## src/bdpl_pkg.sv

```systemverilog
// Shared types and constants for the button debounce and press latch unit.
package bdpl_pkg;

    localparam int FIELD_W         = 3;
    localparam int CNT_W           = 8;
    localparam int NUM_BUTTONS_DEF = 3;

    localparam logic [CNT_W-1:0] TICKS_RST = '1;

    typedef struct packed {
        logic               tick;
        logic [FIELD_W-1:0] pin_levels;
        logic [FIELD_W-1:0] consume_mask;
    } t_in_beat;

    typedef struct packed {
        logic [FIELD_W-1:0] pressed;
        logic [FIELD_W-1:0] debouncing;
    } t_out_beat;

    typedef struct packed {
        logic load;
        logic drain;
    } t_stage_ctl;

endpackage

```

## src/button_debounce_press_latch_unit.sv

```systemverilog
// Top level of the button debounce and press latch unit.
// Takes one beat per clock (tick flag, active-low pin levels, consume mask) and
// returns one result beat per input beat: the beat is captured in an input
// register, the per-button debounce update runs in one pass of shallow logic,
// and the result lands in an output register. Sustained
// rate is one beat per cycle while the output side does not stall; a stalled
// result holds in the output register and the input register keeps the next
// beat. The countdown reload value is written through i_cfg_we / i_cfg_wdata
// and resets to 255; write it only while no beat is in flight.
module button_debounce_press_latch_unit #(
    parameter int NUM_BUTTONS = bdpl_pkg::NUM_BUTTONS_DEF
) (
    input  logic                       i_clk,
    input  logic                       i_rst_n,
    input  logic                       i_cfg_we,
    input  logic [bdpl_pkg::CNT_W-1:0] i_cfg_wdata,
    input  logic                       i_in_valid,
    output logic                       o_in_stall,
    input  bdpl_pkg::t_in_beat         i_in_data,
    output logic                       o_out_valid,
    input  logic                       i_out_stall,
    output bdpl_pkg::t_out_beat        o_out_data
);

    logic                 w_in_valid;
    bdpl_pkg::t_in_beat   w_in_beat;
    bdpl_pkg::t_out_beat  w_res;
    bdpl_pkg::t_stage_ctl w_in_ctl;
    bdpl_pkg::t_stage_ctl w_out_ctl;
    logic                 w_adv;

    // Advance the held beat when the result register is free or emptying.
    assign w_adv      = w_in_valid && (!o_out_valid || !i_out_stall);
    assign o_in_stall = w_in_valid && !w_adv;

    assign w_in_ctl.load   = i_in_valid && !o_in_stall;
    assign w_in_ctl.drain  = w_adv;
    assign w_out_ctl.load  = w_adv;
    assign w_out_ctl.drain = o_out_valid && !i_out_stall;

    bdpl_in_reg u_in_reg (
        .i_clk   (i_clk),
        .i_rst_n (i_rst_n),
        .i_ctl   (w_in_ctl),
        .i_beat  (i_in_data),
        .o_valid (w_in_valid),
        .o_beat  (w_in_beat)
    );

    bdpl_core #(
        .NUM_BUTTONS (NUM_BUTTONS)
    ) u_core (
        .i_clk       (i_clk),
        .i_rst_n     (i_rst_n),
        .i_cfg_we    (i_cfg_we),
        .i_cfg_wdata (i_cfg_wdata),
        .i_adv       (w_adv),
        .i_beat      (w_in_beat),
        .o_res       (w_res)
    );

    bdpl_out_reg u_out_reg (
        .i_clk   (i_clk),
        .i_rst_n (i_rst_n),
        .i_ctl   (w_out_ctl),
        .i_beat  (w_res),
        .o_valid (o_out_valid),
        .o_beat  (o_out_data)
    );

endmodule

```

## src/bdpl_in_reg.sv

```systemverilog
// Input register stage holding one accepted beat.
module bdpl_in_reg (
    input  logic               i_clk,
    input  logic               i_rst_n,
    input  bdpl_pkg::t_stage_ctl i_ctl,
    input  bdpl_pkg::t_in_beat i_beat,
    output logic               o_valid,
    output bdpl_pkg::t_in_beat o_beat
);

    logic               r_valid;
    logic               n_valid;
    bdpl_pkg::t_in_beat r_beat;

    always_comb begin
        n_valid = r_valid;
        if (i_ctl.load) begin
            n_valid = 1'b1;
        end else if (i_ctl.drain) begin
            n_valid = 1'b0;
        end
    end

    always_ff @(posedge i_clk) begin
        if (!i_rst_n) begin
            r_valid <= 1'b0;
        end else begin
            r_valid <= n_valid;
        end
    end

    always_ff @(posedge i_clk) begin
        if (i_ctl.load) begin
            r_beat <= i_beat;
        end
    end

    assign o_valid = r_valid;
    assign o_beat  = r_beat;

endmodule

```

## src/bdpl_core.sv

```systemverilog
// Per-button debounce state, countdowns and press latches, updated once per beat.
module bdpl_core #(
    parameter int NUM_BUTTONS = bdpl_pkg::NUM_BUTTONS_DEF
) (
    input  logic                          i_clk,
    input  logic                          i_rst_n,
    input  logic                          i_cfg_we,
    input  logic [bdpl_pkg::CNT_W-1:0]    i_cfg_wdata,
    input  logic                          i_adv,
    input  bdpl_pkg::t_in_beat            i_beat,
    output bdpl_pkg::t_out_beat           o_res
);

    localparam int PW = (NUM_BUTTONS > bdpl_pkg::FIELD_W) ? NUM_BUTTONS : bdpl_pkg::FIELD_W;

    logic [bdpl_pkg::CNT_W-1:0] r_ticks;
    logic [NUM_BUTTONS-1:0]     r_prev;
    logic [NUM_BUTTONS-1:0]     n_prev;
    logic [NUM_BUTTONS-1:0]     r_active;
    logic [NUM_BUTTONS-1:0]     n_active;
    logic [NUM_BUTTONS-1:0]     r_latch;
    logic [NUM_BUTTONS-1:0]     n_latch;
    logic [bdpl_pkg::CNT_W-1:0] r_cd [NUM_BUTTONS];
    logic [bdpl_pkg::CNT_W-1:0] n_cd [NUM_BUTTONS];
    logic [bdpl_pkg::CNT_W-1:0] w_cd_dec [NUM_BUTTONS];

    logic [PW-1:0]          w_pins_pad;
    logic [PW-1:0]          w_cons_pad;
    logic [NUM_BUTTONS-1:0] w_pins;
    logic [NUM_BUTTONS-1:0] w_cons;
    logic [NUM_BUTTONS-1:0] w_upd_latch;
    logic [NUM_BUTTONS-1:0] w_shown;

    // Buttons with no pin in the beat read as released and never consume.
    assign w_pins_pad = PW'(i_beat.pin_levels) | ~PW'({bdpl_pkg::FIELD_W{1'b1}});
    assign w_cons_pad = PW'(i_beat.consume_mask);
    assign w_pins     = w_pins_pad[NUM_BUTTONS-1:0];
    assign w_cons     = w_cons_pad[NUM_BUTTONS-1:0];

    always_comb begin
        n_active    = r_active;
        w_upd_latch = r_latch;
        for (int b = 0; b < NUM_BUTTONS; b++) begin
            // Tick comes first: decrement every running countdown.
            if (i_beat.tick && (r_cd[b] != '0)) begin
                w_cd_dec[b] = r_cd[b] - bdpl_pkg::CNT_W'(1);
            end else begin
                w_cd_dec[b] = r_cd[b];
            end
            n_cd[b] = w_cd_dec[b];
            if (r_active[b]) begin
                if (w_cd_dec[b] == '0) begin
                    w_upd_latch[b] = ~w_pins[b];
                    n_active[b]    = 1'b0;
                end
            end else if (!w_pins[b] && r_prev[b]) begin
                n_active[b] = 1'b1;
                n_cd[b]     = r_ticks;
            end
        end
        n_prev  = w_pins;
        w_shown = w_upd_latch & ~n_active;
        n_latch = w_upd_latch & ~(w_cons & ~n_active);
    end

    always_ff @(posedge i_clk) begin
        if (!i_rst_n) begin
            r_ticks <= bdpl_pkg::TICKS_RST;
        end else if (i_cfg_we) begin
            r_ticks <= i_cfg_wdata;
        end
    end

    always_ff @(posedge i_clk) begin
        if (!i_rst_n) begin
            r_prev   <= '1;
            r_active <= '0;
            r_latch  <= '0;
            for (int b = 0; b < NUM_BUTTONS; b++) begin
                r_cd[b] <= '0;
            end
        end else if (i_adv) begin
            r_prev   <= n_prev;
            r_active <= n_active;
            r_latch  <= n_latch;
            for (int b = 0; b < NUM_BUTTONS; b++) begin
                r_cd[b] <= n_cd[b];
            end
        end
    end

    assign o_res.pressed    = bdpl_pkg::FIELD_W'(PW'(w_shown));
    assign o_res.debouncing = bdpl_pkg::FIELD_W'(PW'(n_active));

`ifndef SYNTHESIS
    a_hold_when_idle: assert property (@(posedge i_clk) disable iff (!i_rst_n)
        !i_adv |=> $stable(r_active) && $stable(r_latch) && $stable(r_prev))
        else $error("debounce state changed without an advancing beat");

    a_prev_tracks_pins: assert property (@(posedge i_clk) disable iff (!i_rst_n)
        i_adv |=> r_prev == $past(w_pins))
        else $error("previous pin levels not taken from the last beat");

    a_no_press_while_active: assert property (@(posedge i_clk) disable iff (!i_rst_n)
        i_adv |-> (o_res.pressed & o_res.debouncing) == '0)
        else $error("press reported for a debouncing button");

    a_start_loads_count: assert property (@(posedge i_clk) disable iff (!i_rst_n)
        (i_adv && (n_active[0] && !r_active[0])) |=> r_cd[0] == r_ticks)
        else $error("debounce start did not load the countdown");
`endif

endmodule

```

## src/bdpl_out_reg.sv

```systemverilog
// Result register holding one beat until the downstream side takes it.
module bdpl_out_reg (
    input  logic                i_clk,
    input  logic                i_rst_n,
    input  bdpl_pkg::t_stage_ctl i_ctl,
    input  bdpl_pkg::t_out_beat i_beat,
    output logic                o_valid,
    output bdpl_pkg::t_out_beat o_beat
);

    logic                r_valid;
    logic                n_valid;
    bdpl_pkg::t_out_beat r_beat;

    always_comb begin
        n_valid = r_valid;
        if (i_ctl.load) begin
            n_valid = 1'b1;
        end else if (i_ctl.drain) begin
            n_valid = 1'b0;
        end
    end

    always_ff @(posedge i_clk) begin
        if (!i_rst_n) begin
            r_valid <= 1'b0;
        end else begin
            r_valid <= n_valid;
        end
    end

    always_ff @(posedge i_clk) begin
        if (i_ctl.load) begin
            r_beat <= i_beat;
        end
    end

    assign o_valid = r_valid;
    assign o_beat  = r_beat;

endmodule
```

## config.mk

```make
export PLATFORM = sky130hd
export DESIGN_NAME = button_debounce_press_latch_unit
export DESIGN_NICKNAME = d
export VERILOG_FILES = /design/src/bdpl_pkg.sv /design/src/button_debounce_press_latch_unit.sv /design/src/bdpl_in_reg.sv /design/src/bdpl_core.sv /design/src/bdpl_out_reg.sv
export SDC_FILE = /design/constraint.sdc
export NUM_CORES = 1
export LEC_CHECK = 0
export ABC_CLOCK_PERIOD_IN_PS = 3100
export BUFFER_PORTS_ARGS = -buffer_cell sky130_fd_sc_hd__buf_2
export CAP_MARGIN = 15
export CELL_PAD_IN_SITES_DETAIL_PLACEMENT = 0
export CELL_PAD_IN_SITES_GLOBAL_PLACEMENT = 1
export CORE_ASPECT_RATIO = 0.6
export CORE_MARGIN = 5
export CORE_UTILIZATION = 45
export DETAILED_ROUTE_END_ITERATION = 10
export GPL_TIMING_DRIVEN = 0
export PLACE_DENSITY_LB_ADDON = 0.1
export SLEW_MARGIN = 10
export SYNTH_ARGS = -nofsm -noshare
export SYNTH_HDL_FRONTEND = slang
export SYNTH_SLANG_ARGS = --single-unit
```

## constraint.sdc

```tcl
create_clock -name i_clk -period 3.1 [get_ports i_clk]
set_clock_uncertainty 0.2 [all_clocks]
set_input_delay 0.62 -clock i_clk [delete_from_list [all_inputs] [get_ports i_clk]]
set_output_delay 0.62 -clock i_clk [all_outputs]
set_load 0.05 [all_outputs]
```

* Yosys cells after proc, flatten, opt, wreduce, memory -nomap -nowiden
Memories as Yosys holds them, arrays and structs flattened.
Cells that the tools add are included.
** Word-level totals
- Bits in registers :: 32
- Bits in writable memories :: 24
- Input port bits :: 20
- Output and inout port bits :: 8
- Word-level logic and storage cells :: 87
- Memories :: 1
** Operators by class
- Add/subtract/negate cells :: 3
- Muxes and demuxes :: 35
- Bitwise gates (word level) :: 11
- Reduce and logical (&&, ||, !) cells :: 26
** Memory list
- u_core.r_cd :: depth 3, width 8, rd ports 3, clocked after Yosys merged registers in 0, wr ports 3, line bdpl_core.sv:23 : logic [bdpl_pkg::CNT_W-1:0] r_cd [NUM_BUTTONS];
** Operator list (number)
- $mux 8 :: 12
- $logic_not 8->1 :: 3
- $reduce_bool 8->1 :: 3
- $sub 8x1->8 const B :: 3
- $mux 1 :: 23
- $logic_and 1x1->1 :: 10
- $and 3x3->3 :: 3
- $logic_not 1->1 :: 7
- $not 3->3 :: 2
- $reduce_bool 2->1 :: 2
- $not 1->1 :: 3
- $or 1x1->1 :: 3
- $logic_or 1x1->1 :: 1

* Depth between registers and ports, before layout
- Depth after elaboration :: 10
- Gate-level depth with buffers :: 8
- Gate-level depth less buffers :: 8

* Modules after synthesis
A second synthesis with hierarchy kept.
** Unflattened totals
- Cells, all modules :: 329
- Area total of the unflattened synthesis :: 3231.8 um2
** By module, submodules not included
- bdpl_core :: instances 1, cells each 306, area an instance 2725.1 um2, sequential area each 1061.0 um2
- bdpl_in_reg :: instances 1, cells each 10, area an instance 251.5 um2, sequential area each 230.2 um2
- bdpl_out_reg :: instances 1, cells each 9, area an instance 221.5 um2, sequential area each 200.2 um2
- button_debounce_press_latch_unit :: instances 1, cells each 4, area an instance 33.8 um2, sequential area each 0.0 um2

* Worst setup path before layout
Ideal clock, no wire load.
- Path kind :: register to register
- Start point :: memory u_core.r_cd[0][0] in the netlist's numbering
- End point :: register u_out_reg.r_beat (netlist bit u_out_reg.o_beat[0]) (data pin)
- Library setup time :: 0.269 ns
- Data arrival time :: 2.197 ns
- Required time :: 2.631 ns
- Slack :: 0.434 ns
- Cell stages (with the launch flop) :: 9
- Buffers on the path :: 0
- Clock period less this slack :: 2.666 ns
- Cells stage by stage :: edfxtp_1 > inv_1 > ha_1 > or4b_1 > o41ai_4 > mux2i_1 > nand2_1 > nor4_2 > nor2_1
** RTL lines
- start: declaration :: line bdpl_core.sv:23
- end signal: assignment :: line bdpl_out_reg.sv:34 : r_beat <= i_beat;
- end: declaration :: line bdpl_out_reg.sv:13 : bdpl_pkg::t_out_beat r_beat;

==> results.toml <==
[logic_synthesis]
ys_ff_latch = 56
yosysTopAreaCell = "edfxtp_1"
synth-simple-area-share_pct = 24.0
ys_top_cells_by_count = "nor2_1, edfxtp_1, nand2_1"
synth_top_family_by_area = "simple AND/OR/NAND/NOR gates"
synth_compound_gate_area_share_pct = 15.1
synth_fa_ha_area_share_pct = 1.57
syn_area_um2 = 3190
synth_area_leaders = "edfxtp_1, dfxtp_1, mux2i_1, nor2_1, a211oi_1"
yosysWarnings = 0
syn-num-nets = 348
yosys.area.top_type_share_pct = 34.8
muxShareOfSynthArea_pct = 6.94
synth_edf_count = 37
yosysMostFrequentCell = "nor2_1"
synth.distinct_cells = 58
yosysSeqAreaShare_pct = 46.7
synth-xor-area-share_pct = 2.20
syn_area_per_cell_um2 = 9.85
synth_async_sr_flop_share_pct = 0
ys.flop_type = "edfxtp_1"
synthCells = 324

[sta]
finalHoldViolations = 0
fin_tns_setup_ps = 0
rsz0062_at_grt = "false"
setup_viol = 0
fin_crit_ps = 2960
slew_viol_final = 0
tightestPinTransition_ps = 693
relSlewSlack_pct = 53.7
fin_crit_sh_pct = 95.4
hold_slack_ps = 282
fmaxAchievable_ghz = 0.338

[critical_path]
cp.required_ps = 3060
arrival_ps = 2920
worst-path-max-fanout = 8
critPathMaxStageDelay_ps = 510
critPathKind = "flop to flop"
cp_num_buf_inv = 1
crit_chain = "inv_2 -> ha_4 -> or4b_1 -> o41ai_4 -> mux2i_1 -> nand2_1 -> nor4_4 -> a22o_1"
startpoint_type = "flop"
end_kind = "flop"
path_delay_family = "simple AND/OR/NAND/NOR gates"
crit_slowest_cell = "or4b_1"

[die]
start_util_pct = 47.0
rows = 23
die_w_um = 119
dieArea_um2 = 8930
ios = 28
die_h_um = 75.2
core_area_um2 = 6790

[clock_network]
tritoncts_num_sinks = 56
cts_tree = "built"
clk_pin_slew_ps = 70
cts_buffer_depth = 2
clock-root-buffer = "clkbuf_16"
htree_levels = 2
cts_buffers = 5
clock_latency_ps = 300

[detailed_routing]
via_count = 2630
ant_nets = 0
drt-pass1-iter-count = 5
vias_per_cell = 5.88
drc_errors = 0
drt_wl_total_um = 7860
wl_per_cell_um = 17.6
drtIter0Drc = 174

[min_path]
hold_class = "flop to flop"

[final_layout]
antenna_cells = 0
fin_util_pct = 53.8
drive_gt1_share_pct = 15.0
nNetsFinal = 383
synthToLayoutAreaGrowth_pct = 14.5
instances_no_fill = 447

[placed_design]
dpl.cell_count = 437
dp_hpwl_um = 5700
gp_congestion = 0.827
port_buffers = 26

[grt]
grt_max_degree = 25
gr-usage-all-layers_pct = 17.9
grt_pass1_vias = 2335
grt_util_met1_pct = 27.3
grtUsageMet2_pct = 25.2
antenna_found_initial = 0
overflow = 0
grt_pass1_wl_um = 12200
met3_usage_pct = 4.58
grt-busiest-layer = "met1"

[pwr]
p_per_area_nw_per_um2 = 512
ir_drop_mv = 0.243
p_leak_nw = 1.36
finalPower_mw = 1.87

[run]
max_cap_viol_count = 0

[outcome]
status = "completed"
[registers in the layout (all words and copies together), names as in the netlist]
register	flops
u_core.r_cd	24
u_in_reg.o_beat	7
u_core.r_active	3
u_core.r_prev	3
u_in_reg.o_valid	1
u_out_reg.o_valid	1
u_core.r_ticks	8
u_out_reg.o_beat	6
u_core.r_latch	3
[path summary, 6_finish.rpt]
check                                   startpoint                  end  slack, ps  cells past startpoint
worst max register to register   u_core.r_cd[0][0]  u_out_reg.o_beat[3]        140                      8
worst min register to register  u_in_reg.o_beat[1]    u_core.r_latch[1]        280                      1
worst min-delay path            u_in_reg.o_beat[1]    u_core.r_latch[1]        280                      1
worst max-delay path             u_core.r_cd[0][0]  u_out_reg.o_beat[3]        140                      8
[report_power, final]
group / total (mW) / internal [mW] / switching [mW]
Combinational: 0.325 / 0.126 / 0.199
Sequential: 0.897 / 0.847 / 0.0498
Clock: 0.649 / 0.381 / 0.268
[layout make-up]
class,count,area [um2]
multi-input cells,240,1610
repair buffers,28,165
flip-flops and latches,56,1490
well taps,87,109
inverters,12,45.0
plain buffers,16,65.1
fillers,610,3140
clock inverters,2,35.0
clock buffers,6,129
[layer usage]
layer,vias to the layer above,wire length [um]
met1,1253,4220
li1,1293,-
met3,7,495
met5,-,0
met2,77,3070
met4,0,73
[through the flow]
stage	setup slack [ps]	cell area, um2
finish	143	3650
global route	23.8	3650
CTS	95.3	3600
detailed placement	5.66	3430
global placement	-10.0	3430
floorplan	434	3190
[worst register-to-register path, stage by stage (launching register included)]
cell and delay (ps):
edfxtp_1 440, inv_2 130, ha_4 180, or4b_1 510, o41ai_4 390, mux2i_1 290
nand2_1 120, nor4_4 360, a22o_1 200
[cells by family (layout without fill, tap and decap cells)]
logic type,after synthesis,after routing
AOI/OAI and AO/OA,66,66
xor gates and xnor gates,8,8
adders and majority gates,4,4
buffers and inverters,28,64
DFF,56,56
muxes,22,22
and+or+nand+nor,140,140
[layout by cell type, fill, tap and decap left out, types with 13 or more instances in the layout]
| cell type | n |
|---|---|
| buf_2 | 27 |
| dfxtp_1 | 19 |
| nand2_1 | 30 |
| edfxtp_1 | 37 |
| clkbuf_1 | 15 |
| nor3_1 | 13 |
| nor2_1 | 42 |
| mux2i_1 | 21 |
| a211oi_1 | 17 |
| a21oi_1 | 13 |
[repair_timing]
action,CTS,global route
buffers inserted,0,1
pin swaps,0,2
resized for setup,1,4
hold buffers,0,0
setup endpoints to repair,2,4
Power figures use the tool's default switching activity.
